`config.mk`:
```
export PLATFORM = sky130hd
export DESIGN_NAME = fe8_sqrt_cell
export DESIGN_NICKNAME = d
export VERILOG_FILES = /design/src/rtl/figure_eight_trajectory_sample_macros.svh /design/src/rtl/fe8_pkg.sv /design/src/rtl/fe8_sqrt_cell.sv
export SDC_FILE = /design/constraint.sdc
export NUM_CORES = 1
export LEC_CHECK = 0
export ABC_CLOCK_PERIOD_IN_PS = 8600
export BUFFER_PORTS_ARGS = -buffer_cell sky130_fd_sc_hd__buf_2
export CORE_AREA = 5 5 155 120
export DETAILED_ROUTE_END_ITERATION = 8
export DIE_AREA = 0 0 160 125
export GPL_TIMING_DRIVEN = 0
export PLACE_DENSITY = 0.88
export SYNTH_ARGS = -nofsm -noshare
export SYNTH_HDL_FRONTEND = slang
export SYNTH_SLANG_ARGS = --single-unit
```
`constraint.sdc`:
```
create_clock -name clk -period 8.6 [get_ports clk]
set_clock_uncertainty 0.15 [all_clocks]
set_input_delay 2.58 -clock clk [delete_from_list [all_inputs] [get_ports clk]]
set_output_delay 2.58 -clock clk [all_outputs]
set_load 0.02 [all_outputs]
```
`src/rtl/figure_eight_trajectory_sample_macros.svh`:
```
// ---------------------------------------------------------------------------
// figure eight sample macros
// assertion shorthands used by the trajectory sample rtl
// ---------------------------------------------------------------------------
`ifndef FIGURE_EIGHT_TRAJECTORY_SAMPLE_MACROS_SVH
`define FIGURE_EIGHT_TRAJECTORY_SAMPLE_MACROS_SVH

// same-cycle implication, clocked on clk, off during rst
`define FE8_ASSERT_IMP(lbl, ante, cons, msg) \
  lbl: assert property (@(posedge clk) disable iff (rst) (ante) |-> (cons)) else $error(msg);

// next-cycle implication, clocked on clk, off during rst
`define FE8_ASSERT_NXT(lbl, ante, cons, msg) \
  lbl: assert property (@(posedge clk) disable iff (rst) (ante) |=> (cons)) else $error(msg);

`endif

```
`src/rtl/fe8_pkg.sv`:
```
// ---------------------------------------------------------------------------
// fe8_pkg
// types, constants and the arctangent table of the figure eight sampler
// ---------------------------------------------------------------------------
`timescale 1ns / 1ps

package fe8_pkg;

  localparam int SQRT_STEPS = 32;
  localparam int DIV_STEPS  = 16;

  localparam logic signed [33:0] CORDIC_X0 = 34'sd652032874;

  typedef enum logic [1:0] {
    CFG_PHASE_STEP = 2'd0,
    CFG_AMPLITUDE  = 2'd1,
    CFG_SPEED_GAIN = 2'd2,
    CFG_ACCEL_GAIN = 2'd3
  } cfg_idx_t;

  typedef struct packed {
    logic signed [33:0] x;
    logic signed [33:0] y;
    logic signed [32:0] z;
    logic [1:0]         quad;
  } cordic_t;

  typedef struct packed {
    logic [63:0] n;
    logic [63:0] r;
  } sqrt_t;

  typedef struct packed {
    logic [47:0] rem;
    logic [31:0] m;
    logic [15:0] q;
  } div_t;

  typedef struct packed {
    logic signed [16:0] px;
    logic signed [16:0] py;
    logic signed [16:0] vx;
    logic signed [16:0] vy;
    logic signed [16:0] ax;
    logic signed [16:0] ay;
    logic [16:0]        magx;
    logic [16:0]        magy;
    logic               sx;
    logic               sy;
    logic               dvalid;
    logic               last;
  } kin_t;

  // atan(2^-i) in turns scaled by 2^32
  function automatic logic [31:0] atan_turns(input int i);
    case (i)
      0:  return 32'h20000000;
      1:  return 32'h12E4051D;
      2:  return 32'h09FB385B;
      3:  return 32'h051111D4;
      4:  return 32'h028B0D43;
      5:  return 32'h0145D7E1;
      6:  return 32'h00A2F61E;
      7:  return 32'h00517C55;
      8:  return 32'h0028BE53;
      9:  return 32'h00145F2E;
      10: return 32'h000A2F98;
      11: return 32'h000517CC;
      12: return 32'h00028BE6;
      13: return 32'h000145F3;
      14: return 32'h0000A2F9;
      15: return 32'h0000517C;
      16: return 32'h000028BE;
      17: return 32'h0000145F;
      18: return 32'h00000A2F;
      19: return 32'h00000517;
      20: return 32'h0000028B;
      21: return 32'h00000145;
      22: return 32'h000000A2;
      23: return 32'h00000051;
      default: return 32'h00000000;
    endcase
  endfunction

endpackage

```
`src/rtl/fe8_sqrt_cell.sv`:
```
// ---------------------------------------------------------------------------
// fe8_sqrt_cell
// one root bit of the integer square root chain
// ---------------------------------------------------------------------------
`timescale 1ns / 1ps

module fe8_sqrt_cell import fe8_pkg::*; #(
  parameter int STEP = 0
) (
  input  logic  clk,
  input  logic  en,
  input  sqrt_t din,
  output sqrt_t dout
);

  localparam logic [63:0] BIT = 64'(1) << (62 - 2 * STEP);

  sqrt_t nxt;
  logic [63:0] trial;

  always_comb begin
    trial = din.r + BIT;
    nxt = din;
    if (din.n >= trial) begin
      nxt.n = din.n - trial;
      nxt.r = (din.r >> 1) + BIT;
    end else begin
      nxt.r = din.r >> 1;
    end
  end

  always_ff @(posedge clk) begin
    if (en) begin
      dout <= nxt;
    end
  end

endmodule

```
# Word-level counts from Yosys, hierarchy flattened
# Index checks and enable logic that the tools add are counted.
[word_totals] ff_bits=128 word_cells=9 in_bits=130 output_inout_bits=128
[op_classes] muxes=2 order_cmp=1 addsub=3
[ops] operator="adder 63 x 63 -> 64 bit, second input constant" count=1
[ops] operator="adder 64 x 63 -> 64 bit, second input constant" count=1
[ops] operator=">= comparator 64 bit" count=1
[ops] operator="two-way mux 64 bit" count=1
[ops] operator="subtractor 64 bit" count=1
[ops] operator="two-way mux 63 bit" count=1

# Longest topological paths before layout
[depth] ltp_word=3 mapped_depth=14 depth_no_buf=13

# Least setup slack after synthesis
# OpenSTA, ideal clock, no wires.
[synth_timing] kind="in2reg" from="in din[16] (netlist name)" to="reg dout[124] (netlist name) (data pin)" n_path_buf=0 arrival_ns=5.186 cell_stages=12 setup_time_ns=0.257 setup_slack_ns=3.007 required_time_ns=8.193 cell_sequence="inv_1 -> ha_1 -> and2_1 -> nand3_1 -> or3_1 -> a41o_1 -> nor3_2 -> o21ai_1 -> o41ai_4 -> or4b_1 -> a21oi_1 -> nor3_1"
[synth_rtl] element="from (decl)" line_no="fe8_sqrt_cell.sv:12" source="input sqrt_t din,"
[synth_rtl] element="to (signal assigned)" line_no="fe8_sqrt_cell.sv:34" source="dout <= nxt;"
[synth_rtl] element="to (decl)" line_no="fe8_sqrt_cell.sv:13" source="output sqrt_t dout"

==> impl_metrics.json <==
{
  "status": "complete, no violations",
  "fp.coreArea_um2": 17080,
  "grt_start_max_net_pins": 71,
  "initial_core_util": 0.5041,
  "grtUsageTotal": 0.2480,
  "hold_slack_ns": 2.196,
  "drive_above_1_share": 0.2706,
  "maxCapViolCount": 0,
  "critPathLaunch": "din[3]",
  "min_path_type": "in2reg",
  "place_congestion": 0.9017,
  "cts_buffers": 17,
  "drtIter0Drc": 700,
  "grt_overflow_total": 0,
  "synth_top_area_share": 0.4464,
  "crit_type": "in2reg",
  "hold_start": "din[49]",
  "largest_register_ffs": 128,
  "final_cell_area_um2": 10780,
  "placed_area_um2": 10200,
  "cp_cell_sequence": "buf_2 -> inv_1 -> ha_1 -> o211ai_1 -> a21oi_1 -> o41ai_1 -> nand4bb_1 -> a31oi_1 -> o21ai_1 -> a21oi_1 -> o21ai_0 -> and4_1 -> nor3_1",
  "synth.avg_cell_area_um2": 9.728,
  "netlist_area_um2": 8610,
  "cts_sinks": 128,
  "cts_buffer_depth": 2,
  "htreeDepth": 4,
  "grt_pass1_vias": 7776,
  "rows": 42,
  "fmax_ghz": 0.1573,
  "fillCellCount": 1409,
  "critPathTopFamily": "compound AO/OA/AOI/OAI gates",
  "period_needed_ns": 6.358,
  "path_common_cell": "a21oi_1",
  "slew_violations": 0,
  "nets": 1357,
  "yosys.area.top_type": "edfxtp_1",
  "cts_tree": "built",
  "vias": 7991,
  "fp.dieH_um": 125,
  "async_flop_share": 0,
  "die_w_um": 160,
  "wl_um": 25370,
  "pwr_density_cell_nw_per_um2": 199.9,
  "io_buffers": 257,
  "final_common_cell": "buf_2",
  "synth_nets": 1080,
  "most-common-layout-cells": "267 x buf_2, 128 x edfxtp_1, 111 x a21oi_1",
  "reg_top3": "dout x128",
  "hold_viol_final": 0,
  "clk_pin_slew_ns": 0.07,
  "crit_buf_inv": 2,
  "regMostFlops": "dout",
  "ant_nets": 0,
  "grt_pass1_wl_um": 40410,
  "rsz0062_at_grt": "no",
  "drc_errors": 0,
  "fin_crit_sh": 0.7393,
  "synth.area.top_cells": "edfxtp_1 45%, ha_1 9.3%, a21oi_1 6.5%",
  "synth_seq_cells": 128,
  "startpoint_type": "input pin",
  "drtPass1Iterations": 6,
  "cts_setup_buffers": 0,
  "required_ns": 8.71,
  "holdBufCountCts": 0,
  "tns_ns": 0,
  "p_leak_nw": 4.995,
  "critPathMaxFanout": 6,
  "fin_total_pwr_mw": 2.155,
  "seq_area_frac_synth": 0.4464,
  "setup_viol": 0,
  "slew_headroom": 0.4163,
  "slowest_stage": "o41ai_1",
  "cts_root_buffer": "clkbuf_16",
  "yosysWarnings": 0,
  "critPathArrivalTime_ns": 6.47,
  "detailed_place_hpwl_um": 19760,
  "synth_ff_type": "edfxtp_1",
  "num_io_pins": 258,
  "ys_types": 58,
  "synth_edf_count": 128,
  "post_cts_resized": 0,
  "peakVddDrop_mv": 0.1220,
  "area_growth_pct": 25.23,
  "antenna_found_initial": 2,
  "dieArea_um2": 20000,
  "worst_slew_pin_slew_ns": 0.8634,
  "wl_per_cell_um": 18.16,
  "max_stage_delay_ns": 0.72,
  "via_per_inst": 5.720,
  "synthCells": 885,
  "critPathCaptureType": "flip-flop"
}
report_power, final:
group | leakage (nW) | switching [mW] | internal [mW]
clock | 0.267 | 0.288 | 0.425
sequential | 1.25 | 0.0187 | 0.780
combinational | 3.47 | 0.409 | 0.235
path summary, 6_finish.rpt:
check | endpoint | slack (ns) | cells past startpoint
worst max-delay path | dout[124]$_DFFE_PP_ | 2.24 | 13
worst min-delay path | dout[48]$_DFFE_PP_ | 2.20 | 1
metrics by stage:
stage / utilization / std cells / worst slack, ns
6_report: 0.6313 / 1397 / 2.242
2_1_floorplan: - / 885 / 3.007
4_1_cts: 0.6310 / 1395 / 2.370
5_1_grt: 0.6313 / 1397 / 2.097
3_3_place_gp: 0.5955 / 1362 / 1.973
3_5_place_dp: 0.5975 / 1363 / 1.956
synthesized netlist by cell type (11+ instances only):
master,count
a21o_1,49
a21oi_1,111
and3_1,13
buf_2,11
clkbuf_1,25
edfxtp_1,128
ha_1,64
inv_1,78
nand2_1,52
nand3_1,14
nand4_1,18
nor2_1,82
nor3_1,11
o21ai_0,40
o21bai_1,11
xnor2_1,36
xor2_1,20
logic make-up after synthesis:
group / share of synthesized area
buffers and inverters: 0.05188
xor gates and xnor gates: 0.05697
AOI/OAI and AO/OA: 0.1981
DFF: 0.4464
muxes: 0.01947
and+or+nand+nor: 0.1318
adders and majority gates: 0.09534
layer usage:
| metal | vias to the layer above | share of wire | global-route usage |
|---|---|---|---|
| met5 | - | 0 | 0 |
| met4 | 0 | 0.012 | 0.05817 |
| met3 | 28 | 0.10 | 0.07763 |
| met2 | 452 | 0.46 | 0.3940 |
| met1 | 3712 | 0.43 | 0.3355 |
| li1 | 3799 | - | - |
cell type report:
class                   instances  area, µm²  area share
well taps                     220      275.3     0.02553
repair buffers                258       1320      0.1224
plain buffers                  37      153.9     0.01427
clock inverters                14      142.6     0.01323
flip-flops and latches        128       3844      0.3565
multi-input cells             642       4319      0.4006
inverters                      78      292.8     0.02716
clock buffers                  18      429.2     0.03981
diodes                          2      5.005   0.0004642
No activity file was read; power rests on OpenSTA's default activity.
