`config.mk`:
```
export PLATFORM = sky130hd
export DESIGN_NAME = fe8_div_cell
export DESIGN_NICKNAME = d
export VERILOG_FILES = /design/src/rtl/figure_eight_trajectory_sample_macros.svh /design/src/rtl/fe8_pkg.sv /design/src/rtl/fe8_div_cell.sv
export SDC_FILE = /design/constraint.sdc
export NUM_CORES = 1
export LEC_CHECK = 0
export BUFFER_PORTS_ARGS = -buffer_cell sky130_fd_sc_hd__buf_4
export CELL_PAD_IN_SITES_DETAIL_PLACEMENT = 0
export CELL_PAD_IN_SITES_GLOBAL_PLACEMENT = 1
export CORE_MARGIN = 3
export CORE_UTILIZATION = 38
export DETAILED_ROUTE_END_ITERATION = 10
export PLACE_DENSITY_LB_ADDON = 0.1
export SLEW_MARGIN = 20
export SYNTH_ARGS = -nofsm -noshare
export SYNTH_HDL_FRONTEND = slang
export SYNTH_SLANG_ARGS = --single-unit
```
`constraint.sdc`:
```
create_clock -name clk -period 3.6 [get_ports clk]
set_clock_uncertainty 0.1 [all_clocks]
set_input_delay 0.72 -clock clk [delete_from_list [all_inputs] [get_ports clk]]
set_output_delay 0.72 -clock clk [all_outputs]
set_load 0.03 [all_outputs]
```
`src/rtl/figure_eight_trajectory_sample_macros.svh`:
```
// ---------------------------------------------------------------------------
// figure eight sample macros
// assertion shorthands used by the trajectory sample rtl
// ---------------------------------------------------------------------------
`ifndef FIGURE_EIGHT_TRAJECTORY_SAMPLE_MACROS_SVH
`define FIGURE_EIGHT_TRAJECTORY_SAMPLE_MACROS_SVH

// same-cycle implication, clocked on clk, off during rst
`define FE8_ASSERT_IMP(lbl, ante, cons, msg) \
  lbl: assert property (@(posedge clk) disable iff (rst) (ante) |-> (cons)) else $error(msg);

// next-cycle implication, clocked on clk, off during rst
`define FE8_ASSERT_NXT(lbl, ante, cons, msg) \
  lbl: assert property (@(posedge clk) disable iff (rst) (ante) |=> (cons)) else $error(msg);

`endif

```
`src/rtl/fe8_pkg.sv`:
```
// ---------------------------------------------------------------------------
// fe8_pkg
// types, constants and the arctangent table of the figure eight sampler
// ---------------------------------------------------------------------------
`timescale 1ns / 1ps

package fe8_pkg;

  localparam int SQRT_STEPS = 32;
  localparam int DIV_STEPS  = 16;

  localparam logic signed [33:0] CORDIC_X0 = 34'sd652032874;

  typedef enum logic [1:0] {
    CFG_PHASE_STEP = 2'd0,
    CFG_AMPLITUDE  = 2'd1,
    CFG_SPEED_GAIN = 2'd2,
    CFG_ACCEL_GAIN = 2'd3
  } cfg_idx_t;

  typedef struct packed {
    logic signed [33:0] x;
    logic signed [33:0] y;
    logic signed [32:0] z;
    logic [1:0]         quad;
  } cordic_t;

  typedef struct packed {
    logic [63:0] n;
    logic [63:0] r;
  } sqrt_t;

  typedef struct packed {
    logic [47:0] rem;
    logic [31:0] m;
    logic [15:0] q;
  } div_t;

  typedef struct packed {
    logic signed [16:0] px;
    logic signed [16:0] py;
    logic signed [16:0] vx;
    logic signed [16:0] vy;
    logic signed [16:0] ax;
    logic signed [16:0] ay;
    logic [16:0]        magx;
    logic [16:0]        magy;
    logic               sx;
    logic               sy;
    logic               dvalid;
    logic               last;
  } kin_t;

  // atan(2^-i) in turns scaled by 2^32
  function automatic logic [31:0] atan_turns(input int i);
    case (i)
      0:  return 32'h20000000;
      1:  return 32'h12E4051D;
      2:  return 32'h09FB385B;
      3:  return 32'h051111D4;
      4:  return 32'h028B0D43;
      5:  return 32'h0145D7E1;
      6:  return 32'h00A2F61E;
      7:  return 32'h00517C55;
      8:  return 32'h0028BE53;
      9:  return 32'h00145F2E;
      10: return 32'h000A2F98;
      11: return 32'h000517CC;
      12: return 32'h00028BE6;
      13: return 32'h000145F3;
      14: return 32'h0000A2F9;
      15: return 32'h0000517C;
      16: return 32'h000028BE;
      17: return 32'h0000145F;
      18: return 32'h00000A2F;
      19: return 32'h00000517;
      20: return 32'h0000028B;
      21: return 32'h00000145;
      22: return 32'h000000A2;
      23: return 32'h00000051;
      default: return 32'h00000000;
    endcase
  endfunction

endpackage

```
`src/rtl/fe8_div_cell.sv`:
```
// ---------------------------------------------------------------------------
// fe8_div_cell
// one quotient bit of the restoring divider chain
// ---------------------------------------------------------------------------
`timescale 1ns / 1ps

module fe8_div_cell import fe8_pkg::*; #(
  parameter int BIT = 15
) (
  input  logic clk,
  input  logic en,
  input  div_t din,
  output div_t dout
);

  div_t nxt;
  logic [47:0] den;

  always_comb begin
    den = 48'(din.m) << BIT;
    nxt = din;
    if (din.rem >= den) begin
      nxt.rem    = din.rem - den;
      nxt.q[BIT] = 1'b1;
    end
  end

  always_ff @(posedge clk) begin
    if (en) begin
      dout <= nxt;
    end
  end

endmodule

```
# After elaboration in Yosys (flattened, before gate mapping)

Index checks and enable logic that the tools add are counted.
Widths: inputs -> output; s select.

Register bits: 96
Input bits: 98
Output and inout port bits: 96
Word-level logic and storage cells: 7

$add $sub $neg: 1
Order comparisons: 1
Multiplexer cells: 1

Operator list:

| operator       | count |
|---|---|
| $ge 48x47->1   | 1 |
| $mux 48        | 1 |
| $sub 48x47->48 | 1 |

# Longest topological paths before layout

Gate-level depths: netlist (run 1).

Depth after elaboration: 2
Depth in mapped cells: 13
Gate-level depth less buffers: 12

# Worst setup path before layout (run 1)

No wires, ideal clock.

Path type: input to register
Start point: input din[63] in the netlist's numbering
End point: register dout[89] in the netlist's numbering, data pin
Library setup time: 0.262 ns
Arrival: 2.937 ns
Required time: 3.238 ns
Path slack: 0.301 ns
Cell stages on the path: 11
Path buffers: 0
Path through: inv_1 ha_1 fa_1 nor2b_1 o2111ai_1 a31oi_2 nor3_2 a311o_1 a41o_1 xnor2_1 mux2_1

RTL lines:

| element              | line               | text |
|---|---|---|
| start, declared      | fe8_div_cell.sv:12 | `input div_t din,` |
| end signal, assigned | fe8_div_cell.sv:30 | `dout <= nxt;` |
| end, declared        | fe8_div_cell.sv:13 | `output div_t dout` |

==> results_dict.tcl, run 1 <==
set metrics [dict create \
    worst_pin_slew_ns 0.607 \
    critPathMaxFanout 2 \
    overflow 0 \
    vias_per_cell 4.84 \
    cts_hold_buf 0 \
    grt_use_met1_pct 21.5 \
    ir_drop_mv 0.258 \
    largest_registers "dout x96" \
    die_w_um 123 \
    start_util_pct 39.1 \
    dpl_cell_area_um2 6920 \
    num_antenna_cells 0 \
    gr-usage-met3_pct 5.67 \
    ys_seq_area_share_pct 55.4 \
    fin_area_um2 7240 \
    setup_viol 0 \
    p_leak_nw 3.21 \
    gr-max-usage-layer "met2" \
    outcome "complete, no violations" \
    synthFlopType "edfxtp_1" \
    ys_types 58 \
    total_power_w 0.00342 \
    setup_tns_ns 0 \
    hp-class "in2reg" \
    drv_cap 0 \
    synth_nets 580 \
    fin_crit_sh_pct 92.3 \
    final_common_cell "buf_4" \
    slew_viol_final 0 \
    vias 4042 \
    io_pins 194 \
    dp_cells 819 \
    place_ws_ns -0.0752 \
    largest_reg_flops 96 \
    synth-edff-count 96 \
    fillers 1202 \
    grtUsageTotal_pct 16.6 \
    wl_per_cell_um 15.0 \
    wl_um 12500 \
    p_switching_w 0.00103 \
    grt_max_degree 52 \
    cp.required_ns 3.59 \
    sequentialPowerShare_pct 41.3 \
    max_freq_mhz 301 \
    gp_congestion 0.798 \
    yosysTopAreaCellShare_pct 55.4 \
    area_growth_pct 39.1 \
    internal_power_w 0.00239 \
    htreeDepth 3 \
    path_clk_slew_ns 0.07 \
    cp.arrival_ns 3.32 \
    timing.final.ws_setup_ns 0.276 \
    pwr-share-clk_pct 30.0 \
    ys_seq_elements 96 \
    row_count 42 \
    drc_errors 0 \
    synthArstFlopShare_pct 0 \
    numCtsBuffers 9 \
    syn_avg_cell_area_um2 11.6 \
    hpwl_um 9840 \
    cts_max_path_buffers 2 \
    swShare_pct 30.0 \
    antenna_left 0 \
    antenna_found_initial 0 \
    grt_first_pass_wirelength_um 19600 \
    cts_tree "yes" \
    cts.sinks 96 \
    die_y_um 123 \
    pwr-share-comb_pct 28.7 \
    syn-cell-area_um2 5200 \
    final_cell_mix "buf_4, edfxtp_1, nand2_1" \
    cts_resized 0 \
    synthTopCellsByArea "edfxtp_1, ha_1, o21ai_0" \
    hold_viol 0 \
    crit_type "in2reg" \
    clock-root-buffer "clkbuf_16" \
    largest_register "dout" \
    startpoint_type "input pin" \
    drt_iter0_markers 171 \
    first_global_vias 4022 \
    dieArea_um2 15100 \
    core_um2 13300 \
    rsz0062_at_grt "no" \
    use_met2_pct 25.6 \
    port_buffers 193 \
    ys.warnings.count 0 \
    worst_slew_margin_rel_pct 59.5 \
    synth_top_area_cell "edfxtp_1" \
    fin_nets 785 \
    post_cts_buffers 0 \
    min_period_ns 3.32 \
    final_cells 835 \
    endpoint_kind "flop" \
    power_density_nw_per_um2 472 \
    drive_gt1_share_pct 36.1 \
    netlist_instances 449 \
    firstDrtPassIters 4 \
]
==> power groups by stage <==
stage / logic [W] / clock network (W) / registers (W)
floorplan: 0.000355 / 0 / 0.00168
global placement: 0.000985 / 0 / 0.00144
detailed placement: 0.000990 / 0 / 0.00144
CTS: 0.000993 / 0.00106 / 0.00142
global route: 0.00107 / 0.00111 / 0.00142
finish: 0.000982 / 0.00102 / 0.00141
==> routing by layer <==
layer  routed length, µm  vias to the layer above  part of all wire (%)
li1                    -                     2065                     -
met2                5540                      142                    44
met3                1250                       12                    10
met4                 203                        0                   1.6
met1                5510                     1823                    44
met5                   0                        -                     0
==> cell families after synthesis <==
group                    after synthesis  share of synthesized area (%)
AND/OR/NAND/NOR                      109                           10.4
AO/OA/AOI/OAI                        130                           16.6
flip-flops                            96                           55.4
adder cells (fa/ha/maj)               33                           8.08
XOR/XNOR                              26                           4.38
multiplexers                           2                          0.433
buffers and inverters                 53                           4.71
==> synth_stat cells (2+ instances only) <==
cell type / instances
ha_1: 32
o21ai_2: 2
inv_1: 40
o31ai_1: 2
buf_6: 3
a21o_1: 23
edfxtp_1: 96
o21bai_1: 2
o21ai_0: 42
nand2_1: 51
xor2_1: 9
a21oi_1: 28
o21a_1: 4
buf_2: 4
nand3b_1: 3
nand4_1: 7
nor2_1: 13
a21oi_2: 2
xnor2_1: 17
nand2b_1: 3
nor3_1: 2
a31oi_1: 2
and4_1: 4
buf_4: 2
a211oi_1: 2
clkbuf_1: 2
and3_1: 2
o21ai_1: 5
nor4_1: 2
nand3_1: 7
nor2b_1: 8
o2111ai_1: 2
==> worst paths after layout <==
kind,depth (start not counted),start,end
min,1,din[0],dout[0]
max,11,din[16],dout[89]
==> worst max-delay path, stage by stage <==
cell and delay, ns:
buf_4 0.12, ha_1 0.22, fa_1 0.43, nor2b_1 0.17, o2111ai_1 0.19, a31oi_2 0.30
nor3_2 0.08, a311o_1 0.38, a41o_1 0.29, xnor2_1 0.13, mux2_1 0.29
==> area by class of cell <==
class | count | area, µm² | area share, %
multi-input combinational | 300 | 2080 | 28.7
timing repair buffer | 207 | 1590 | 22.0
inverter | 40 | 150 | 2.07
clock buffer | 9 | 225 | 3.11
sequential | 96 | 2880 | 39.8
tap | 176 | 220 | 3.04
clock inverter | 7 | 93.8 | 1.30
==> stage by stage <==
stage,hold WS [ns],utilization (%)
floorplan,0.719,-
global route,0.429,54.5
CTS,0.428,54.5
global placement,0.798,52.1
detailed placement,0.799,52.1
finish,0.448,54.5
Power figures use the tool's default switching activity.
==> inputs of run 2 (changes only) <==
- CAP_MARGIN: default -> 0
- CORE_MARGIN: 3 -> 2
==> results_dict.tcl, run 2 (synthesis results as in run 1) <==
set metrics [dict create \
    outcome "complete, no violations" \
    num_antenna_cells 0 \
    cts_hold_buf 0 \
    fillers 1216 \
    largest_reg_flops 96 \
    largest_registers "dout x96" \
    hpwl_um 9940 \
    endpoint_kind "flop" \
    firstDrtPassIters 4 \
    post_cts_buffers 0 \
    drv_cap 0 \
    port_buffers 193 \
    final_cell_mix "buf_4, edfxtp_1, nand2_1" \
    multi_input_area_um2 2080 \
    cts_tree "yes" \
    wl_per_cell_um 15.3 \
    grtUsageTotal_pct 17.4 \
    numCtsBuffers 9 \
    dieArea_um2 14600 \
    fin_crit_sh_pct 91.0 \
    htreeDepth 3 \
    path_clk_slew_ns 0.07 \
    worst_pin_slew_ns 0.643 \
    largest_register "dout" \
    antenna_left 0 \
    fin_area_um2 7200 \
    cts_max_path_buffers 2 \
    core_um2 13300 \
    drt_iter0_markers 225 \
    total_power_w 0.00335 \
    max_freq_mhz 305 \
    die_w_um 121 \
    gr-max-usage-layer "met2" \
    ir_drop_mv 0.320 \
    setup_viol 0 \
    cts_resized 0 \
    antenna_found_initial 0 \
    regArea_um2 2880 \
    gr-usage-met3_pct 6.39 \
    worst_slew_margin_rel_pct 57.1 \
    hp-class "in2reg" \
    area_growth_pct 38.3 \
    startpoint_type "input pin" \
    start_util_pct 39.1 \
    wl_um 12800 \
    dpl_cell_area_um2 6910 \
    fin_nets 784 \
    grt_first_pass_wirelength_um 19800 \
    first_global_vias 4045 \
    use_met2_pct 26.4 \
    grt_max_degree 51 \
    grt_use_met1_pct 23.1 \
    row_count 42 \
    die_y_um 121 \
    crit_type "in2reg" \
    min_from "din[6]" \
    min_period_ns 3.28 \
    final_core_util_pct 54.1 \
    cts.sinks 96 \
    cp-startpoint "din[16]" \
    io_pins 194 \
    critPathMaxFanout 2 \
    hold_viol 0 \
    setup_tns_ns 0 \
    drc_errors 0 \
    overflow 0 \
    cp.arrival_ns 3.28 \
    vias 4119 \
    final_common_cell "buf_4" \
    cp.required_ns 3.60 \
    rsz0062_at_grt "no" \
    p_leak_nw 3.19 \
    slew_viol_final 0 \
    power_density_nw_per_um2 465 \
    drive_gt1_share_pct 35.8 \
    gp_congestion 0.856 \
    vias_per_cell 4.95 \
    clock-root-buffer "clkbuf_16" \
]
-- run 2: cell count changes in the layout (fill, tap and decap cells not counted) --
cell	previous run	this run
bufinv_16	2	1
buf_4	204	203
clkinv_2	1	0
-- run 2: power by group --
part	leakage [nW]	total, W	internal, W	switching, W
sequential	0.939	0.00141	0.00138	0.0000334
clock	0.135	0.000949	0.000532	0.000417
combinational	2.11	0.000985	0.000404	0.000581
total	3.19	0.00335	0.00231	0.00103
-- run 2: worst max-delay path: stages --
cell       delay, ns
buf_4           0.11
ha_1            0.22
fa_1            0.42
nor2b_1         0.17
o2111ai_1       0.17
a31oi_2         0.30
nor3_2          0.08
a311o_1         0.38
a41o_1          0.28
xnor2_1         0.13
mux2_1          0.29
-- run 2: metal layers --
metal / vias to the layer above / share of wire [%]
met2: 178 / 44
li1: 2055 / -
met5: - / 0
met3: 10 / 9.6
met4: 0 / 1.1
met1: 1876 / 45
-- run 2: path summary, 6_finish.rpt --
| check | endpoint | slack [ns] | depth (start not counted) |
|---|---|---|---|
| max | dout[89] | 0.32 | 11 |
| min | dout[6] | 0.44 | 1 |
-- run 2: area by class of cell --
type | instances | area share, %
repair buffers | 206 | 22.0
clock inverters | 5 | 0.817
flip-flops and latches | 96 | 40.1
clock buffers | 9 | 3.13
inverters | 40 | 2.09
well taps | 176 | 3.06
multi-input cells | 300 | 28.8
-- run 2: stage by stage --
stage                     hold slack, ns  setup WS, ns  std cells
after floorplan                    0.719         0.301        449
after global placement             0.798        0.0292        818
after detailed placement           0.799       -0.0562        818
after CTS                          0.430         0.321        832
after global routing               0.421         0.164        832
final                              0.441         0.323        832
==> inputs of run 3 (changes only) <==
- MAX_ROUTING_LAYER: default -> met4
- PLACE_DENSITY: default -> 0.78
- PLACE_DENSITY_LB_ADDON: 0.1 -> default
==> results_dict.tcl, run 3 (synthesis results as in run 1) <==
set metrics [dict create \
    cts_hold_buf 0 \
    antenna_found_initial 0 \
    hold_viol 0 \
    setup_tns_ns 0 \
    fin_area_um2 7220 \
    port_buffers 193 \
    area_growth_pct 38.8 \
    clock-root-buffer "clkbuf_16" \
    drc_errors 0 \
    cts_max_path_buffers 2 \
    swShare_pct 30.1 \
    vias 4089 \
    path_clk_slew_ns 0.07 \
    timing.final.ws_setup_ns 0.355 \
    sequentialPowerShare_pct 41.3 \
    post_cts_buffers 0 \
    pwr-share-comb_pct 28.8 \
    crit_type "in2reg" \
    wl_per_cell_um 15.3 \
    drive_gt1_share_pct 36.1 \
    wl_um 12700 \
    place_ws_ns -0.0238 \
    hold_end "dout[6]" \
    cts_resized 0 \
    power_density_nw_per_um2 473 \
    fin_crit_sh_pct 90.1 \
    final_cells 835 \
    min_from "din[6]" \
    die_w_um 121 \
    hp-class "in2reg" \
    cp.required_ns 3.59 \
    endpoint_kind "flop" \
    drv_cap 0 \
    cts.sinks 96 \
    rsz0062_at_grt "no" \
    p_switching_w 0.00103 \
    firstDrtPassIters 4 \
    worst_pin_slew_ns 0.602 \
    min_path_cells 1 \
    p_leak_nw 3.21 \
    dieArea_um2 14600 \
    final_common_cell "buf_4" \
    numCtsBuffers 9 \
    min_period_ns 3.25 \
    startpoint_type "input pin" \
    row_count 42 \
    final_cell_mix "buf_4, edfxtp_1, nand2_1" \
    drt_iter0_markers 238 \
    num_antenna_cells 0 \
    setup_viol 0 \
    largest_registers "dout x96" \
    ir_drop_mv 0.266 \
    outcome "complete, no violations" \
    htreeDepth 3 \
    first_global_vias 4132 \
    grtUsageTotal_pct 18.0 \
    io_pins 194 \
    die_y_um 121 \
    cts_tree "yes" \
    antenna_left 0 \
    fin_nets 785 \
    dpl_cell_area_um2 6910 \
    grt_max_degree 51 \
    largest_reg_flops 96 \
    grt_first_pass_wirelength_um 19800 \
    dp_cells 819 \
    core_um2 13300 \
    slew_viol_final 0 \
    worst_slew_margin_rel_pct 59.8 \
    start_util_pct 39.1 \
    largest_register "dout" \
    internal_power_w 0.00239 \
    max_freq_mhz 308 \
    critPathMaxFanout 2 \
    pwr-share-clk_pct 29.9 \
    hpwl_um 10200 \
    cp.arrival_ns 3.24 \
    overflow 0 \
    gp_congestion 0.824 \
    vias_per_cell 4.90 \
    final_core_util_pct 54.3 \
]
[run 3: power groups by stage]
stage / clock network [W] / registers, W / logic (W)
6_report: 0.00102 / 0.00141 / 0.000984
5_1_grt: 0.00109 / 0.00143 / 0.00107
4_1_cts: 0.00105 / 0.00142 / 0.000994
3_5_place_dp: 0 / 0.00144 / 0.000993
3_3_place_gp: 0 / 0.00144 / 0.000986
2_1_floorplan: 0 / 0.00168 / 0.000355
[run 3: worst max path at each step]
| stage | endpoint | slack (ns) | from | cells past startpoint |
|---|---|---|---|---|
| after floorplan | dout[89] | 0.30 | din[63] | 11 |
| after global placement | dout[89] | 0.007 | din[16] | 11 |
| after detailed placement | dout[89] | -0.02 | din[16] | 11 |
| after CTS | dout[89] | 0.33 | din[16] | 11 |
| after global routing | dout[89] | 0.20 | din[16] | 11 |
| final | dout[89] | 0.35 | din[16] | 11 |
[run 3: area by class of cell]
type	instances	area [µm²]
clock buffer	9	225
clock inverter	7	91.3
fill	1210	6070
inverter	40	150
multi-input combinational	300	2080
sequential	96	2880
tap	176	220
timing repair buffer	207	1580
[run 3: metrics by stage]
step	hold slack [ns]	total power, W
floorplan	0.719	0.00204
global placement	0.798	0.00242
detailed placement	0.801	0.00243
CTS	0.434	0.00346
global route	0.431	0.00358
finish	0.445	0.00342
[run 3: worst max-delay path: stages]
cell       delay (ns)
buf_4            0.11
ha_1             0.22
fa_1             0.40
nor2b_1          0.16
o2111ai_1        0.18
a31oi_2          0.31
nor3_2           0.09
a311o_1          0.38
a41o_1           0.27
xnor2_1          0.12
mux2_1           0.28
[run 3: per-layer routing]
metal | wire length [µm] | global-route usage [%] | vias up
met1 | 5850 | 23.4 | 1855
met4 | 133 | 5.16 | 0
met5 | 0 | - | -
met3 | 897 | 4.28 | 11
li1 | - | - | 2068
met2 | 5850 | 28.2 | 155
