$ cat src/rtl/figure_eight_trajectory_sample_macros.svh
// ---------------------------------------------------------------------------
// figure eight sample macros
// assertion shorthands used by the trajectory sample rtl
// ---------------------------------------------------------------------------
`ifndef FIGURE_EIGHT_TRAJECTORY_SAMPLE_MACROS_SVH
`define FIGURE_EIGHT_TRAJECTORY_SAMPLE_MACROS_SVH

// same-cycle implication, clocked on clk, off during rst
`define FE8_ASSERT_IMP(lbl, ante, cons, msg) \
  lbl: assert property (@(posedge clk) disable iff (rst) (ante) |-> (cons)) else $error(msg);

// next-cycle implication, clocked on clk, off during rst
`define FE8_ASSERT_NXT(lbl, ante, cons, msg) \
  lbl: assert property (@(posedge clk) disable iff (rst) (ante) |=> (cons)) else $error(msg);

`endif

$ cat src/rtl/fe8_pkg.sv
// ---------------------------------------------------------------------------
// fe8_pkg
// types, constants and the arctangent table of the figure eight sampler
// ---------------------------------------------------------------------------
`timescale 1ns / 1ps

package fe8_pkg;

  localparam int SQRT_STEPS = 32;
  localparam int DIV_STEPS  = 16;

  localparam logic signed [33:0] CORDIC_X0 = 34'sd652032874;

  typedef enum logic [1:0] {
    CFG_PHASE_STEP = 2'd0,
    CFG_AMPLITUDE  = 2'd1,
    CFG_SPEED_GAIN = 2'd2,
    CFG_ACCEL_GAIN = 2'd3
  } cfg_idx_t;

  typedef struct packed {
    logic signed [33:0] x;
    logic signed [33:0] y;
    logic signed [32:0] z;
    logic [1:0]         quad;
  } cordic_t;

  typedef struct packed {
    logic [63:0] n;
    logic [63:0] r;
  } sqrt_t;

  typedef struct packed {
    logic [47:0] rem;
    logic [31:0] m;
    logic [15:0] q;
  } div_t;

  typedef struct packed {
    logic signed [16:0] px;
    logic signed [16:0] py;
    logic signed [16:0] vx;
    logic signed [16:0] vy;
    logic signed [16:0] ax;
    logic signed [16:0] ay;
    logic [16:0]        magx;
    logic [16:0]        magy;
    logic               sx;
    logic               sy;
    logic               dvalid;
    logic               last;
  } kin_t;

  // atan(2^-i) in turns scaled by 2^32
  function automatic logic [31:0] atan_turns(input int i);
    case (i)
      0:  return 32'h20000000;
      1:  return 32'h12E4051D;
      2:  return 32'h09FB385B;
      3:  return 32'h051111D4;
      4:  return 32'h028B0D43;
      5:  return 32'h0145D7E1;
      6:  return 32'h00A2F61E;
      7:  return 32'h00517C55;
      8:  return 32'h0028BE53;
      9:  return 32'h00145F2E;
      10: return 32'h000A2F98;
      11: return 32'h000517CC;
      12: return 32'h00028BE6;
      13: return 32'h000145F3;
      14: return 32'h0000A2F9;
      15: return 32'h0000517C;
      16: return 32'h000028BE;
      17: return 32'h0000145F;
      18: return 32'h00000A2F;
      19: return 32'h00000517;
      20: return 32'h0000028B;
      21: return 32'h00000145;
      22: return 32'h000000A2;
      23: return 32'h00000051;
      default: return 32'h00000000;
    endcase
  endfunction

endpackage

$ cat src/rtl/fe8_cordic_cell.sv
// ---------------------------------------------------------------------------
// fe8_cordic_cell
// one rotation step of the sin/cos chain
// ---------------------------------------------------------------------------
`timescale 1ns / 1ps

module fe8_cordic_cell import fe8_pkg::*; #(
  parameter int STAGE = 0
) (
  input  logic    clk,
  input  logic    en,
  input  cordic_t din,
  output cordic_t dout
);

  cordic_t nxt;
  logic signed [32:0] ang;

  always_comb begin
    ang = $signed({1'b0, atan_turns(STAGE)});
    nxt = din;
    if (!din.z[32]) begin
      nxt.x = din.x - (din.y >>> STAGE);
      nxt.y = din.y + (din.x >>> STAGE);
      nxt.z = din.z - ang;
    end else begin
      nxt.x = din.x + (din.y >>> STAGE);
      nxt.y = din.y - (din.x >>> STAGE);
      nxt.z = din.z + ang;
    end
  end

  always_ff @(posedge clk) begin
    if (en) begin
      dout <= nxt;
    end
  end

endmodule

$ cat config.mk
export PLATFORM = sky130hd
export DESIGN_NAME = fe8_cordic_cell
export DESIGN_NICKNAME = d
export VERILOG_FILES = /design/src/rtl/figure_eight_trajectory_sample_macros.svh /design/src/rtl/fe8_pkg.sv /design/src/rtl/fe8_cordic_cell.sv
export SDC_FILE = /design/constraint.sdc
export NUM_CORES = 1
export LEC_CHECK = 0
export BUFFER_PORTS_ARGS = -buffer_cell sky130_fd_sc_hd__buf_2
export CAP_MARGIN = 20
export CORE_ASPECT_RATIO = 1.75
export CORE_UTILIZATION = 45
export DETAILED_ROUTE_END_ITERATION = 10
export PLACE_DENSITY = 0.78
export SLEW_MARGIN = 0
export SYNTH_ARGS = -nofsm -noshare
export SYNTH_HDL_FRONTEND = slang
export SYNTH_SLANG_ARGS = --single-unit
$ cat constraint.sdc
create_clock -name clk -period 7.1 [get_ports clk]
set_input_delay 1.42 -clock clk [delete_from_list [all_inputs] [get_ports clk]]
set_output_delay 1.42 -clock clk [all_outputs]
set_load 0.01 [all_outputs]
# Yosys cells after proc, flatten, opt, wreduce, memory -nomap -nowiden
# Cells that the tools add are included.
word_totals:
  register_bits: 103
  inputBits: 105
  elab_cells: 10
classes:
  addsub: 5
  n_mux: 1
op_table:
  columns: ["cell", "n"]
  rows:
  - ["101-bit 2-to-1 mux", 1]
  - ["34-bit subtractor", 2]
  - ["34-bit adder", 1]
  - ["33-bit by 31-bit adder with 33-bit output, second input constant", 1]
  - ["33-bit by 31-bit subtractor with 33-bit output, second input constant", 1]

# Depth between registers and ports, before layout
# Gate-level depths: netlist of run 1.
logic_depth:
  ltp_word: 2
  depth_mapped: 12

# Worst setup path after synthesis of run 1
# OpenSTA, ideal clock, no wires.
synth_timing:
  path_type: "in2reg"
  from: "input port din[36] (netlist bit)"
  to: "register dout[64] (netlist bit) (data pin)"
  setup_time_ps: 267
  arrival_time_ps: 3618
  setup_slack_ps: 3215
  cell_stages: 11
  n_path_buf: 0
  cell_sequence: "inv_1 > ha_1 > and2b_2 > o31a_2 > o2111a_2 > o21bai_2 > o211ai_2 > a31o_1 > a311o_1 > a21oi_2 > xnor2_1"
synth_rtl:
  columns: ["element", "line_no", "text"]
  rows:
  - ["from (decl)", "fe8_cordic_cell.sv:12", "input cordic_t din,"]
  - ["to (signal assigned)", "fe8_cordic_cell.sv:35", "dout <= nxt;"]
  - ["to (decl)", "fe8_cordic_cell.sv:13", "output cordic_t dout"]

==> results by group, run 1 <==
Final layout
  • Nets: 1,366
  • Most flops, register: dout
  • Share of cells above drive strength 1: 21.3%
  • Registers with the most flip-flops: dout x102
  • Design Area, Final: 0.0104 mm²
  • Area Growth Syn to Fin: 16.8%
  • Cell Count, Final, Fillers Out: ~1,400
  • Final Util: a little over half
  • # fillers: 1,856
  • Max reg flops: 102

CTS
  • CTS tree: yes
  • CTS root buf: clkbuf_16
  • Post-cts sizing count: 0
  • Max clock buf depth: 2
  • Hold buffers post-CTS: 0
  • Clock sink count: 102
  • Buffer count from post-CTS setup fixing: 0
  • H-tree levels: 3
  • CTS Buf Count: 9
  • Clock transition at path regs: 0.07 ns

Global routing
  • GR Util All Layers: 27.0%
  • Grt ovf: 0
  • Antenna violations before repair: 1
  • Largest net degree at the start of global routing: 94
  • Vias in the first global route: 7,951
  • First-pass GRT wire length: around 42 mm

STA
  • Final setup fails: 0
  • RSZ-0062 raised after global routing: no
  • TNS Setup: 0 ns
  • Min Tclk post-route: around 4.4 ns
  • Worst Tran Pin Value: 1.01 ns
  • Max Transition Viols Final: 0
  • Fin Hold WS: 1.24 ns
  • Final hold viol count: 0
  • Max Fclk: 0.226 GHz
  • Slew headroom: 32.6%
  • Final Cycle Share: 62.3%

Routing
  • Final WL: 27.1 mm
  • Wire per inst: 19.3 µm
  • Post-route DRC: 0
  • Via count: 8,131
  • Iter 0 DRT Violations: between 400 and 500
  • Vias/cell: 5.80
  • DRT antenna net count: 0
  • TritonRoute pass-1 iters: 6

Status
  • Status: complete, no violations

Critical path
  • CP cell instances: buf_2 -> inv_1 -> ha_1 -> nor2_1 -> nand2_1 -> o21ai_1 -> a221oi_4 -> o311ai_0 -> a31oi_1 -> o41ai_1 -> mux2i_1 -> xnor2_1
  • CP top delay family: compound AO/OA/AOI/OAI gates
  • CP peak stage delay: 0.71 ns
  • Critical Path End Type: flop
  • CP Class: in2reg
  • Worst Path Required: slightly above 7 ns
  • Critical-path maximum fanout: 10
  • Crit path DAT: around 4.5 ns
  • Slowest-stage cell, CP: o311ai_0
  • CP Buf/Inv Count: 2
  • CP Launch Type: primary input

Placement
  • DP Area: approximately 0.01 mm²
  • Routability Congestion: 0.979
  • Dpl hpwl: between 20 and 25 mm
  • Port Buffers: around 210
  • Placed Cells: roughly 1,400

Power and ir drop
  • Leak: 0.00466 µW
  • P per Cell Area: 200 mW/mm²
  • Worst vdd ir: 0.000152 V

Logic synthesis
  • Main synth FF type: edfxtp_1
  • Mean Syn Cell Area: 9.09 µm²
  • Synth Cell Area: 0.00888 mm²
  • EDFF count, synth: between 100 and 150
  • Share of the synthesized area in the top cell type: 34.5%
  • Seq cells post-synth: 102
  • Synth Warn #: 0
  • Synth area leader: edfxtp_1
  • Async S/R FF share, synth: 0%
  • Register area share after synthesis: 34.5%
  • Cells after Synth: between 900 and 1,000
  • Synth top area cells: edfxtp_1 34%, ha_1 14%, a21oi_1 6.0%
  • Syn Nets: around 1,200
  • Unique masters post-synth: 80

Floorplan
  • Die Span X: 108 µm
  • Die area: 0.0203 mm²
  • Core box area: 0.0193 mm²
  • Core Rows: 67
  • Die height: 188 µm
  • Top-level I/O count: 208
  • Starting Density: 46.0%

Worst hold path
  • Hold Crit Class: in2reg

Job
  • Max-Cap Viols: 0
## cells in the mapped netlist, types with 9 or more instances
master / number
o21bai_1: 18
clkbuf_1: 16
o31ai_1: 14
buf_2: 10
inv_1: 95
buf_1: 11
nor2b_1: 14
mux2i_1: 15
ha_1: 101
a21oi_1: 107
nor3_1: 19
edfxtp_1: 102
a21o_1: 22
o21ai_0: 74
o21a_1: 10
nand3_1: 9
xnor2_1: 60
o211ai_1: 13
nand2_1: 51
nor2_1: 76
## final cells by class
class	instances	area, µm²	share of cell area, %
antenna	1	2.50	0.0241
clock buffer	9	225	2.17
clock inverter	7	96.3	0.929
inverter	99	372	3.58
multi-input combinational	734	5250	50.6
sequential	102	3060	29.5
tap	241	302	2.91
timing repair buffer	210	1060	10.2
## through the flow
step,setup slack [ns],power (µW)
detailed placement,2.44,1530
finish,2.67,2080
global placement,2.49,1530
floorplan,3.21,1270
CTS,2.81,2080
global route,2.45,2170
## placed cells by master, fill, tap and decap left out, types with 5 or more instances in the layout
master	n
a211oi_1	7
or2_2	6
a21o_1	22
xnor2_1	60
buf_2	206
nor2_1	76
a31oi_1	6
clkbuf_16	9
nand2b_1	5
o21a_1	10
nand3b_1	5
xor2_1	6
or3_1	5
o211ai_1	13
inv_1	95
edfxtp_1	102
nor2b_1	14
o31ai_1	14
nand3_1	9
a21oi_1	107
nor3_1	19
ha_1	101
nand2_1	51
nand4_1	8
mux2i_1	15
o21bai_1	18
o21ai_0	74
## path summary, 6_finish.rpt
kind                     from  endpoint  slack [ns]  cells past startpoint
worst min-delay path  din[16]  dout[16]        1.24                      1
worst max-delay path  din[39]  dout[61]        2.67                     12
## cell families after synthesis
group	synth area share, %
muxes	1.69
and+or+nand+nor	11.7
xor gates and xnor gates	6.51
buffers and inverters	6.36
adders and majority gates	15.1
DFF	34.5
AOI/OAI and AO/OA	24.1
## metal layers
layer,vias to the layer above,share of wire (%),global-route usage [%]
li1,3872,-,-
met5,-,0,0
met4,0,5.6,16.6
met3,85,4.9,2.82
met1,3828,36,29.1
met2,346,54,49.2
## report_power, final
part / switching, µW / total [µW] / internal (µW) / leakage, µW
clock: 233 / 544 / 311 / 0.000155
sequential: 25.2 / 801 / 776 / 0.000998
combinational: 450 / 729 / 280 / 0.00351
Power figures use the tool's default switching activity.
==> run 2, diff against run 1 <==
- clock period: 7.1 -> 4.25 ns (I/O delays scaled with it)
==> run 2 against run 1 <==
  * Design area grew 1.2%
  * Critical path depth shrank 1
  * Clock power grew 60%
  * Die area is the same
  * Worst hold slack lost 0.57 ns
  * Global-route usage grew 0.82 points
  * First-iteration DRC count grew 3.2%
  * Sequential cell count is the same
  * Count of clock-buffer cells in the layout is the same
  * Via count grew 1.8%
==> results by group, run 2 (synthesis results as in run 1) <==
Status
  • Status: complete, no violations

Routing
  • Final WL: 27.9 mm
  • Wl on met1: 9.68 mm
  • Post-route DRC: 0
  • Wire per inst: just under 20 µm
  • Metal2 WL: 14.9 mm
  • Met3 WL: ~1.4 mm
  • Vias/cell: slightly below 6
  • Top Layer Used: met4
  • Iter 0 DRT Violations: 450
  • TritonRoute pass-1 iters: 7
  • DRT antenna net count: 0
  • Via count: 8,276

CTS
  • CTS Buf Count: 9
  • Buffer count from post-CTS setup fixing: 0
  • H-tree levels: 3
  • Max clock buf depth: 2
  • Clock sink count: 102
  • Clock transition at path regs: 0.08 ns
  • CTS tree: yes
  • CTS root buf: clkbuf_16
  • Post-cts sizing count: 0
  • Hold buffers post-CTS: 0

Global routing
  • Largest net degree at the start of global routing: 103
  • Vias in the first global route: around 8,400
  • First-pass GRT wire length: between 40 and 50 mm
  • Antenna violations before repair: 1
  • Grt ovf: 0
  • GR Util All Layers: between 20% and 30%

Floorplan
  • Die area: 0.0203 mm²
  • Core box area: 0.0193 mm²
  • Starting Density: 46.0%
  • Top-level I/O count: 208
  • Die Span X: 108 µm
  • Core Rows: 67
  • Die height: between 150 and 200 µm

Critical path
  • Crit path DAT: approximately 3.9 ns
  • Crit path from: din[44]
  • Worst Path Required: 4.35 ns
  • CP top delay family: compound AO/OA/AOI/OAI gates
  • Critical Path End Type: flop
  • CP cell instances: buf_2 -> inv_1 -> ha_1 -> and4_1 -> a221oi_1 -> o21ai_0 -> nor2_1 -> o31ai_1 -> o41ai_1 -> o21ai_0 -> xnor2_1
  • CP Launch Type: primary input
  • CP dominant cell by count: o21ai_0
  • Slowest-stage cell, CP: o41ai_1
  • CP peak stage delay: 0.68 ns
  • CP Class: in2reg
  • CP Buf/Inv Count: 2
  • Critical-path maximum fanout: 7

Final layout
  • Nets: 1,383
  • Most frequent cells in the layout: 206 x buf_2, 107 x a21oi_1, 102 x edfxtp_1
  • Commonest non-fill, non-tap cell in the layout: buf_2
  • Registers with the most flip-flops: dout x102
  • Share of cells above drive strength 1: 22.5%
  • Cell Count, Final, Fillers Out: 1,420
  • Area Growth Syn to Fin: 18.2%
  • Max reg flops: 102
  • # fillers: 1,874
  • Register area: 0.00306 mm²
  • Multi-input gate area: 0.00525 mm²
  • Most flops, register: dout

Placement
  • Placed Cells: 1,403
  • Port Buffers: 207
  • Setup WS pre-CTS: between 0.15 and 0.2 ns
  • Dpl hpwl: 22.4 mm
  • Routability Congestion: 0.962

Worst hold path
  • Hold Crit Class: in2reg
  • Worst hold start: din[8]

STA
  • Final worst slack: 0.477 ns
  • RSZ-0062 raised after global routing: no
  • Min Tclk post-route: 3.77 ns
  • Max Transition Viols Final: 0
  • Final hold viol count: 0
  • Max Fclk: around 0.27 GHz
  • Slew headroom: 47.0%
  • Final Cycle Share: 88.8%
  • Fin Hold WS: about 0.66 ns
  • TNS Setup: 0 ns
  • Worst Tran Pin Value: 0.785 ns
  • Final setup fails: 0

Power and ir drop
  • P per Cell Area: roughly 330 mW/mm²
  • Worst vdd ir: 0.000220 V
  • Leak: between 0.004 and 0.005 µW

Job
  • Max-Cap Viols: 0
[run 2: layer usage]
metal | vias up | GRT usage, %
met5 | - | 0
met4 | 0 | 18.6
met3 | 123 | 3.55
met2 | 369 | 51.4
met1 | 3880 | 28.3
li1 | 3904 | -
[run 2: stage by stage]
stage | total power (µW) | utilization [%] | cell area (µm²)
floorplan | 2120 | - | 8880
global placement | 2580 | 52.8 | 10200
detailed placement | 2600 | 52.8 | 10200
CTS | 3470 | 54.4 | 10500
global route | 3620 | 54.4 | 10500
finish | 3460 | 54.4 | 10500
[run 2: report_power, final]
part | internal, µW | switching [µW] | total [µW]
Clock | 466 | 408 | 873
Combinational | 486 | 765 | 1250
Sequential | 1300 | 40.8 | 1340
[run 2: worst paths after layout]
path | cells past startpoint | to | slack (ns)
min | 1 | dout[8] | 0.66
max | 11 | dout[57] | 0.48
[run 2: area by class of cell]
class / count / share of cell area (%)
antenna: 1 / 0.0238
clock buffer: 9 / 2.15
clock inverter: 7 / 0.775
inverter: 99 / 3.54
multi-input combinational: 734 / 50.0
sequential: 102 / 29.2
tap: 241 / 2.87
timing repair buffer: 227 / 11.4
==> run 3, diff against run 2 <==
- RECOVER_POWER: unset -> 100
==> run 3 against run 2 <==
  * The flow now finishes with violations (capacitance limit, slew limit)
  * Count of clock-buffer cells in the layout is the same
  * Sequential share of layout area is 0.49 points higher
  * First-iteration DRC count grew 15%
  * Wire length up 0.78%
  * Total power down 0.95%
  * Clock power barely moved
  * Setup slack got worse by 0.095 ns
  * Critical endpoint is now dout[64]
  * Largest cell class unchanged
  * Utilization fell by 0.90 points
  * Combinational power shrank 3%
==> results by group, run 3 (synthesis results as in run 1) <==
Worst hold path
  • Hold Crit Class: in2reg

Critical path
  • Crit path DAT: 3.96 ns
  • CP cell instances: clkbuf_1 -> inv_1 -> ha_1 -> and2b_2 -> o31a_2 -> o2111a_1 -> o21bai_2 -> o211ai_1 -> a31o_1 -> a311o_1 -> a21oi_1 -> xnor2_1
  • CP Class: in2reg
  • Critical-path maximum fanout: 5
  • Worst Path Required: ~4.4 ns
  • Critical Path End Type: flop
  • Slowest-stage cell, CP: a31o_1
  • CP Launch Type: primary input
  • CP peak stage delay: approximately 0.37 ns

Placement
  • Routability Congestion: 0.962
  • Dpl hpwl: between 20 and 25 mm
  • DP Area: 0.0102 mm²
  • Placed Cells: 1,403
  • Port Buffers: 207

Power and ir drop
  • Pint: between 2000 and 2500 µW
  • Worst vdd ir: between 0.0002 and 0.00025 V
  • Sequential share of power: about 40%
  • Sw Ratio: 35.5%
  • P per Cell Area: between 300 and 400 mW/mm²
  • Sw Pwr: 1220 µW
  • Leak: between 0.004 and 0.005 µW
  • Combinational share of power: a little over a third
  • Clock power share: between 20% and 30%

Routing
  • Wire per inst: between 15 and 20 µm
  • Iter 0 DRT Violations: 516
  • Final WL: 28.2 mm
  • Vias/cell: 5.84
  • DRT antenna net count: 0
  • Via count: a little over 8,000
  • Post-route DRC: 0
  • TritonRoute pass-1 iters: 5

Status
  • Failing checks: capacitance limit, slew limit
  • Status: finished with violations

Floorplan
  • Core Rows: 67
  • Die area: between 0.02 and 0.025 mm²
  • Starting Density: 46.0%
  • Die height: around 190 µm
  • Top-level I/O count: 208
  • Core box area: 0.0193 mm²
  • Die Span X: around 110 µm

Final layout
  • Register area: roughly 0.0031 mm²
  • Share of cells above drive strength 1: 12.7%
  • Area Growth Syn to Fin: 16.3%
  • Cell Count, Final, Fillers Out: 1,420
  • Multi-input gate area: around 0.0052 mm²
  • # fillers: ~1,900
  • Nets: 1,383
  • Most frequent cells in the layout: 111 x clkbuf_1, 108 x a21oi_1, 102 x edfxtp_1
  • Design Area, Final: 0.0103 mm²
  • Most flops, register: dout
  • Registers with the most flip-flops: dout x102
  • Commonest non-fill, non-tap cell in the layout: clkbuf_1
  • Max reg flops: 102

STA
  • Final hold viol count: 0
  • Min Tclk post-route: ~3.9 ns
  • RSZ-0062 raised after global routing: no
  • Max Transition Viols Final: a little over 100
  • TNS Setup: 0 ns
  • Final Cycle Share: 91.0%
  • Max Fclk: 0.259 GHz
  • Final setup fails: 0
  • Slew headroom: -71.9%
  • Fin Hold WS: 0.661 ns
  • Worst Tran Pin Value: 2.58 ns

CTS
  • Clock transition at path regs: 0.07 ns
  • Post-cts sizing count: 0
  • CTS root buf: clkbuf_16
  • Buffer count from post-CTS setup fixing: 0
  • Hold buffers post-CTS: 0
  • Clock sink count: ~100
  • Max clock buf depth: 2
  • H-tree levels: 3
  • CTS Buf Count: 9
  • CTS tree: yes

Global routing
  • Antenna violations before repair: 1
  • First-pass GRT wire length: 43.2 mm
  • Largest net degree at the start of global routing: 103
  • GR Util All Layers: 27.8%
  • Grt ovf: 0
  • Vias in the first global route: 8,411

Job
  • Max-Cap Viols: 1
run 3: through the flow:
step,setup WS [ns],total power [µW],util [%]
6_report,0.382,3430,53.5
4_1_cts,0.544,3470,54.4
3_5_place_dp,0.176,2600,52.8
2_1_floorplan,0.935,2120,-
5_1_grt,0.229,3580,53.5
3_3_place_gp,0.132,2580,52.8
run 3: cell type report:
cell class | instances | share of cell area (%)
multi-input cells | 734 | 50.7
flip-flops and latches | 102 | 29.7
repair buffers | 227 | 10.1
inverters | 99 | 3.60
well taps | 241 | 2.92
clock buffers | 9 | 2.18
clock inverters | 7 | 0.788
diodes | 1 | 0.0242
run 3: worst paths after layout:
kind / startpoint / endpoint / slack (ns) / cells past startpoint
max: din[36] / dout[64] / 0.38 / 12
min: din[8] / dout[8] / 0.66 / 1
run 3: per-layer routing:
| layer | global-route usage [%] | up-vias | routed length [µm] |
|---|---|---|---|
| li1 | - | 3908 | - |
| met1 | 28.3 | 3869 | 9840 |
| met2 | 51.4 | 385 | 14900 |
| met3 | 3.55 | 135 | 1470 |
| met4 | 18.6 | 0 | 1990 |
| met5 | 0 | - | 0 |
run 3: power by group through the flow:
stage,Sequential (µW),Combinational (µW),Clock [µW]
2_1_floorplan,1430,685,0
4_1_cts,1340,1240,888
6_report,1350,1210,873
3_5_place_dp,1360,1230,0
3_3_place_gp,1360,1220,0
5_1_grt,1360,1310,915
run 3: worst max-delay path, delay by kind of cell:
| family | cells | cell delay (ns) |
|---|---|---|
| AO/OA/AOI/OAI | 7 | 2.02 |
| XOR/XNOR | 1 | 0.09 |
| adder cells (fa/ha/maj) | 1 | 0.35 |
| buffers and inverters | 2 | 0.42 |
| AND/OR/NAND/NOR | 1 | 0.22 |
